$ cat src/rtl/interval_overlap_classifier_core_macros.svh
// Assertion helpers for the interval overlap classifier.
`ifndef INTERVAL_OVERLAP_CLASSIFIER_CORE_MACROS_SVH
`define INTERVAL_OVERLAP_CLASSIFIER_CORE_MACROS_SVH

// same-cycle implication, checked outside reset
`define IOC_ASSERT_NOW(label, ante, cons, msg) \
  label: assert property (@(posedge clk) disable iff (rst) (ante) |-> (cons)) \
    else $error(msg);

// next-cycle implication, checked outside reset
`define IOC_ASSERT_NEXT(label, ante, cons, msg) \
  label: assert property (@(posedge clk) disable iff (rst) (ante) |=> (cons)) \
    else $error(msg);

`endif

$ cat src/rtl/ioc_pkg.sv
package ioc_pkg;

  localparam int CoordW = 31;
  localparam int ClassW = 2;
  localparam int KindW  = 2;
  localparam int RelW   = 3;
  localparam int IndexW = 10;
  localparam int PctW   = 14;
  localparam int ProdW  = CoordW + PctW;

  localparam logic [PctW-1:0] PctFull = 14'd10000;

  localparam logic [KindW-1:0] KIND_CLEAR  = 2'd0;
  localparam logic [KindW-1:0] KIND_APPEND = 2'd1;
  localparam logic [KindW-1:0] KIND_QUERY  = 2'd2;

  localparam logic [RelW-1:0] REL_CONTAINED = 3'd0;
  localparam logic [RelW-1:0] REL_CONTAINS  = 3'd1;
  localparam logic [RelW-1:0] REL_BEGINS    = 3'd2;
  localparam logic [RelW-1:0] REL_ENDS      = 3'd3;
  localparam logic [RelW-1:0] REL_NONE      = 3'd4;

  typedef struct packed {
    logic [KindW-1:0]  kind;
    logic [CoordW-1:0] span_start;
    logic [CoordW-1:0] span_stop;
    logic [ClassW-1:0] span_class;
  } in_item_t;

  typedef struct packed {
    logic [RelW-1:0]   relation;
    logic [ClassW-1:0] ref_class;
    logic [IndexW-1:0] ref_index;
    logic [CoordW-1:0] ref_start;
    logic [CoordW-1:0] ref_stop;
    logic [CoordW-1:0] overlap_len;
    logic [PctW-1:0]   query_pct;
    logic [PctW-1:0]   ref_pct;
    logic              last;
    logic              overflow;
  } out_item_t;

  typedef struct packed {
    logic              start;
    logic [CoordW-1:0] part;
    logic [CoordW-1:0] whole;
  } div_req_t;

  function automatic logic [CoordW-1:0] span_len(input logic [CoordW-1:0] a,
                                                 input logic [CoordW-1:0] b);
    return (b >= a) ? (b - a) : '0;
  endfunction

endpackage

$ cat src/rtl/ioc_pct_div.sv
module ioc_pct_div import ioc_pkg::*; (
  input  logic            clk,
  input  logic            rst,
  input  div_req_t        req,
  output logic            busy,
  output logic [PctW-1:0] quot
);

  logic [ProdW-1:0]  prod;
  logic [CoordW-1:0] den;
  logic [CoordW-1:0] rem;
  logic [PctW-1:0]   sh;
  logic [PctW-1:0]   q;
  logic [3:0]        cnt;
  logic              zero_den;
  logic              sat;
  logic [CoordW:0]   trial;

  assign trial = {rem, sh[PctW-1]};

  // part*10000 < whole*2^14 whenever part < whole, so 14 quotient bits suffice
  always_ff @(posedge clk) begin
    if (rst) begin
      busy <= 1'b0;
    end else if (req.start) begin
      busy     <= 1'b1;
      prod     <= ProdW'(req.part) * ProdW'(PctFull);
      den      <= req.whole;
      zero_den <= (req.whole == '0);
      sat      <= (req.part >= req.whole);
      cnt      <= '0;
    end else if (busy) begin
      if (cnt == 4'd0) begin
        rem <= prod[ProdW-1:PctW];
        sh  <= prod[PctW-1:0];
        q   <= '0;
      end else begin
        if (trial >= {1'b0, den}) begin
          rem <= CoordW'(trial - {1'b0, den});
          q   <= {q[PctW-2:0], 1'b1};
        end else begin
          rem <= trial[CoordW-1:0];
          q   <= {q[PctW-2:0], 1'b0};
        end
        sh <= {sh[PctW-2:0], 1'b0};
        if (cnt == 4'(PctW)) begin
          busy <= 1'b0;
        end
      end
      cnt <= cnt + 4'd1;
    end
  end

  assign quot = zero_den ? '0 : (sat ? PctFull : q);

endmodule

$ cat config.mk
export PLATFORM = sky130hd
export DESIGN_NAME = ioc_pct_div
export DESIGN_NICKNAME = d
export VERILOG_FILES = /design/src/rtl/interval_overlap_classifier_core_macros.svh /design/src/rtl/ioc_pkg.sv /design/src/rtl/ioc_pct_div.sv
export SDC_FILE = /design/constraint.sdc
export NUM_CORES = 1
export LEC_CHECK = 0
export ABC_AREA = 1
export BUFFER_PORTS_ARGS = -buffer_cell sky130_fd_sc_hd__buf_2
export CORE_MARGIN = 4
export CORE_UTILIZATION = 56
export DETAILED_ROUTE_END_ITERATION = 12
export PLACE_DENSITY = 0.83
export SYNTH_ARGS = -nofsm -noshare
export SYNTH_HDL_FRONTEND = slang
export SYNTH_SLANG_ARGS = --single-unit
$ cat constraint.sdc
create_clock -name clk -period 5.6 [get_ports clk]
set_clock_uncertainty 0.15 [all_clocks]
set_input_delay 1.12 -clock clk [delete_from_list [all_inputs] [get_ports clk]]
set_output_delay 1.12 -clock clk [all_outputs]
set_load 0.02 [all_outputs]
==> results of run 1 <==
==> final cells by class <==
class | instances | area, sq um | area share [%]
tap | 330 | 413 | 2.64
timing repair buffer | 86 | 448 | 2.86
inverter | 461 | 1730 | 11.0
clock buffer | 17 | 425 | 2.72
sequential | 134 | 4010 | 25.6
multi-input combinational | 1275 | 8480 | 54.1
clock inverter | 15 | 151 | 0.967
==> logic make-up after synthesis <==
| group | count (synthesis) | share of synthesized area [%] |
|---|---|---|
| simple gates | 843 | 24.7 |
| buf+inv | 477 | 12.7 |
| fa+ha+maj | 261 | 27.1 |
| compound gates | 135 | 5.23 |
| flops | 134 | 28.1 |
| xor+xnor | 36 | 2.21 |
==> per-layer routing <==
metal | up-vias | GRT usage (%)
li1 | 6070 | -
met1 | 5794 | 34.1
met2 | 379 | 46.7
met3 | 71 | 2.60
met4 | 0 | 8.43
met5 | - | 0
==> cell usage in the layout, fill, tap and decap left out, drive strengths merged, types with 2 or more instances in the layout <==
| master | count |
|---|---|
| nand3b | 20 |
| fa | 81 |
| nor3 | 13 |
| a21o | 5 |
| and2 | 6 |
| o21bai | 6 |
| o21a | 3 |
| and3 | 2 |
| buf | 86 |
| a21oi | 78 |
| inv | 465 |
| nor2 | 136 |
| nand2 | 543 |
| xor2 | 17 |
| clkinv | 8 |
| nand3 | 88 |
| o211ai | 4 |
| nand4 | 22 |
| bufinv | 2 |
| a21boi | 2 |
| nor4 | 11 |
| o21ai | 29 |
| clkbuf | 17 |
| or2 | 2 |
| a31oi | 5 |
| edfxtp | 133 |
| xnor2 | 19 |
| ha | 180 |
==> metrics by stage <==
| stage | hold WS, ps | power, uW | util [%] | setup WS (ps) | cell area (sq um) |
|---|---|---|---|---|---|
| after floorplan | 337 | 4180 | - | 563 | 14300 |
| after global placement | 329 | 5070 | 60.1 | -75.2 | 15100 |
| after detailed placement | 349 | 5150 | 60.1 | -115 | 15100 |
| after CTS | 361 | 6250 | 62.4 | 315 | 15700 |
| after global routing | 381 | 6870 | 62.4 | 69.6 | 15700 |
| final | 361 | 6300 | 62.4 | 321 | 15700 |
==> registers in the layout (all words and copies together), names as in the netlist <==
register  cells
prod         41
den          31
busy          1
rem          31
zero_den      1
sat           1
cnt           4
q            14
sh           10
==> where the power goes <==
group	switching, uW	internal, uW
Clock	430	657
Combinational	2430	1290
Sequential	53.3	1430
Total	2910	3380
==> worst max-delay path: stages <==
cell and delay (ps):
buf_2 120, inv_1 150, fa_1 560, inv_1 40, ha_1 290, fa_1 490, ha_1 290, inv_1 50
fa_1 510, inv_1 50, ha_1 380, a21oi_1 220, inv_1 60, a31oi_1 240, nand2_1 90, nand3b_1 300
nand2_1 180, nand2_1 60, nand2_1 60, nand2_1 40
==> final timing paths <==
check | depth (start not counted) | to
hold / removal | 2 | sh[10]
setup reg to reg | 13 | rem[24]
setup / recovery | 20 | prod[44]
hold reg to reg | 2 | sh[10]
==> reports/qor.txt, run 1 <==
Syn Nets - 2,212
Max Clk Rate - 189 MHz
Crit path DAT - 5300 ps
Core footprint - 25,100 sq um
Ratio of cells with drive above 1 in the final layout - 6.89%
Max-Cap Viols - 0
Min-delay src - prod[10]
Status - complete, no violations
Non-filler instance count after layout - 2,318
Final hold violations - 0
Initial antenna violation count - 0
Average size of a mapped cell - 7.58 sq um
Via density - 5.31
CTS tree - built
Routed wl met2 - 18,500 microns
Overflow after GRT - 0
Clk pin slew, worst setup/hold paths - 60 ps
Slew Limit Fails - 0
Mapped Cells - 1,886
DRC Markers - 0
First-pass GRT wire length - 59,800 microns
Clock insertion delay at the later pin of the skew report - 420 ps
# setup viols final - 0
Hold-fix buffers at CTS - 0
Diode count - 0
Unique masters post-synth - 43
RSZ-0062 raised after global routing - false
Remaining antenna violation count - 0
Top FF cell, synth - edfxtp_1
Top-level port count - 80
Worst Setup SP - req[48]
Initial DRC count - 1,036
Highest Signal Layer - met4
Die Ht - 168 microns
Period utilization - 94.3%
Pleak - 0.00849 uW
Root Buffer - clkbuf_16
Post-CTS Setup Bufs - 0
Placer Congestion - 1.01
Seq/Total Area, Yosys - 28.1%
Initial Util - 56.9%
CTS resizes - 0
Nets - 2,301
CP max FO - 5
Worst reg2reg setup slack - 2450 ps
Seq cells post-synth - 134
Asr flop ratio synth - 0%
M1 WL - 15,600 microns
Clk buf depth - 2
H-tree depth - 4
Synthesis-to-finish area growth - 9.62%
WL/cell - 15.9 microns
CTS sink count - 134
Crit. End Element - flip-flop
Fin crit period - 5280 ps
Met3 WL - 1780 microns
Startpoint Class - primary input
Reg2Reg Launch Point - rem[21]
Num rows - 58
Actual slew at the worst max-slew pin - 1030 ps
Synth top area share - 28.0%
Die area - 28,100 sq um
Largest net degree at the start of global routing - 56
Synthesized area - 14,300 sq um
HPWL after DPL - 30,900 microns
Total GRT Usage - 26.3%
Total Wirelength - 36,900 microns
Number of global-route vias before repair - 12,100
Power density cells - 402 nW/um^2
Most numerous cell in the Yosys netlist - nand2_1
Via Count - 12,300
Yosys warns - 0
Kind of critical path - in2reg
Drt pass-1 iters - 5
CP Data Required Time - 5620 ps
Largest cells by area after synthesis - edfxtp_1 28%, ha_1 16%, nand2_1 14%
Setup TNS - 0 ps
Placed insts - 2,286
Die width - 168 microns
IO buf count - 79
Max VDD drop - 0.232 mV
Filler cells - 2,233
Hold/Removal Path Class - reg2reg
Clock buffer count from CTS - 17
Post-synth EDFFs - 133
Rel. slew slack - 31.1%
Dominant cell type by area after synthesis - edfxtp_1
Synth cell count leaders - 537 x nand2_1, 455 x inv_1, 180 x ha_1
Note: power is estimated with default switching activity, not from simulation.
==> run 2, diff against run 1 <==
--- a/config.mk
+++ b/config.mk
@@ -10,7 +10,7 @@
 export CORE_MARGIN = 4
 export CORE_UTILIZATION = 56
 export DETAILED_ROUTE_END_ITERATION = 12
-export PLACE_DENSITY = 0.83
+export PLACE_DENSITY = 0.77
 export SYNTH_ARGS = -nofsm -noshare
 export SYNTH_HDL_FRONTEND = slang
 export SYNTH_SLANG_ARGS = --single-unit
==> reports/qor.txt, run 2 (synthesis results as in run 1) <==
Status - complete, no violations
Via Count - 12,100
Num rows - 58
Pre-CTS setup slack - -38.7 ps
Setup ws final - 352 ps
CTS resizes - 0
Startpoint Class - primary input
IO buf count - 79
Critical path buffers and inverters - 6
Hold-fix buffers at CTS - 0
Clk pin slew, worst setup/hold paths - 60 ps
Diode count - 0
# setup viols final - 0
Crit. End Element - flip-flop
CTS sink count - 134
Worst path cell trace - buf_2 -> inv_1 -> fa_1 -> inv_1 -> ha_1 -> fa_1 -> ha_1 -> inv_1 -> fa_1 -> inv_1 -> ha_1 -> nand2_1 -> nor2_1 -> inv_1 -> nor2_1 -> nor2_1 -> o21ai_1 -> nand3_1 -> nand3_1 -> nand2_1
Max incr delay on CP - 570 ps
Final hold violations - 0
HPWL after DPL - 30,800 microns
Clock buffer count from CTS - 17
Root Buffer - clkbuf_16
Worst path slowest cell - fa_1
Total GRT Usage - 26.6%
Clk buf depth - 2
Slew Limit Fails - 0
Post-CTS Setup Bufs - 0
Period utilization - 93.7%
Clock insertion delay at the later pin of the skew report - 420 ps
Initial DRC count - 942
Hold Slack - 339 ps
Die width - 168 microns
Kind of critical path - in2reg
CP max FO - 4
Rel. slew slack - 36.0%
Core footprint - 25,100 sq um
Most frequent cells in the layout - 537 x nand2_1, 455 x inv_1, 180 x ha_1, 133 x edfxtp_1, 132 x nor2_1
Remaining antenna violation count - 0
Nets - 2,306
DP Area - 15,100 sq um
Initial antenna violation count - 0
Via density - 5.21
Number of flip-flops in the largest register - 41
Pleak - 0.00851 uW
First-pass GRT wire length - 60,100 microns
Biggest regs - prod (41), den (31), rem (31)
Overflow after GRT - 0
H-tree depth - 4
CTS tree - built
Setup TNS - 0 ps
Fin crit period - 5250 ps
Crit-path leading delay family - adder cells
Drt pass-1 iters - 5
Placer Congestion - 0.983
Non-filler instance count after layout - 2,323
Actual slew at the worst max-slew pin - 960 ps
Die area - 28,100 sq um
RSZ-0062 raised after global routing - false
Die Ht - 168 microns
Max Clk Rate - 191 MHz
Crit path DAT - 5260 ps
CP Data Required Time - 5610 ps
Largest net degree at the start of global routing - 75
Top-level port count - 80
WL/cell - 15.9 microns
Cell mode on critical path - inv_1
DRC Markers - 0
Synthesis-to-finish area growth - 9.97%
Biggest register - prod
Power density cells - 408 nW/um^2
Most common cell after layout, fill and taps aside - nand2_1
Total Wirelength - 36,900 microns
Initial Util - 56.9%
Placed insts - 2,291
Max-Cap Viols - 0
Max VDD drop - 0.194 mV
Filler cells - 2,291
Ratio of cells with drive above 1 in the final layout - 7.18%
Number of global-route vias before repair - 12,100
Final instance area - 15,700 sq um
Hold/Removal Path Class - reg2reg
-- run 2: cell count changes in the layout (fill, tap and decap cells not counted) --
cell,before,now
inv_8,0,2
clkinvlp_4,1,2
inv_6,5,6
buf_4,7,12
clkinv_1,3,2
clkinv_4,2,0
clkinv_2,3,2
-- run 2: metal layers --
layer | global-route usage [%] | routed length, microns | part of all wire (%) | up-vias
met1 | 35.8 | 16500 | 45 | 5690
met2 | 45.9 | 18100 | 49 | 297
met3 | 2.90 | 1520 | 4.1 | 50
li1 | - | - | - | 6064
met5 | 0 | 0 | 0 | -
met4 | 6.92 | 775 | 2.1 | 0
-- run 2: metrics by stage --
step | utilization (%) | total power, uW
finish | 62.6 | 6410
global route | 62.6 | 7000
CTS | 62.6 | 6380
detailed placement | 60.2 | 5240
global placement | 60.2 | 5220
floorplan | - | 4180
-- run 2: final timing paths --
kind,from,cells after the start,endpoint,slack (ps)
setup / recovery,req[43],20,prod[40],350
hold / removal,busy,2,busy,340
setup reg to reg,rem[21],13,rem[20],2450
hold reg to reg,busy,2,busy,340
-- run 2: layout make-up --
cell class,instances,area (sq um),area share [%]
Clock buffer,17,425,2.71
Clock inverter,15,164,1.04
Inverter,461,1730,11.0
Multi-Input combinational cell,1275,8480,54.0
Sequential cell,134,4010,25.5
Tap cell,330,413,2.63
Timing Repair Buffer,91,485,3.09
-- run 2: power breakdown --
part	leakage, uW	internal [uW]	switching, uW
Clock	0.000287	667	464
Sequential	0.00124	1430	52.0
Combinational	0.00699	1330	2470
Total	0.00851	3430	2980
-- run 2: tightest hold or removal path, stage by stage (launching register included) --
cell and delay, ps:
dfxtp_1 320, o21ai_0 70, a21oi_1 60
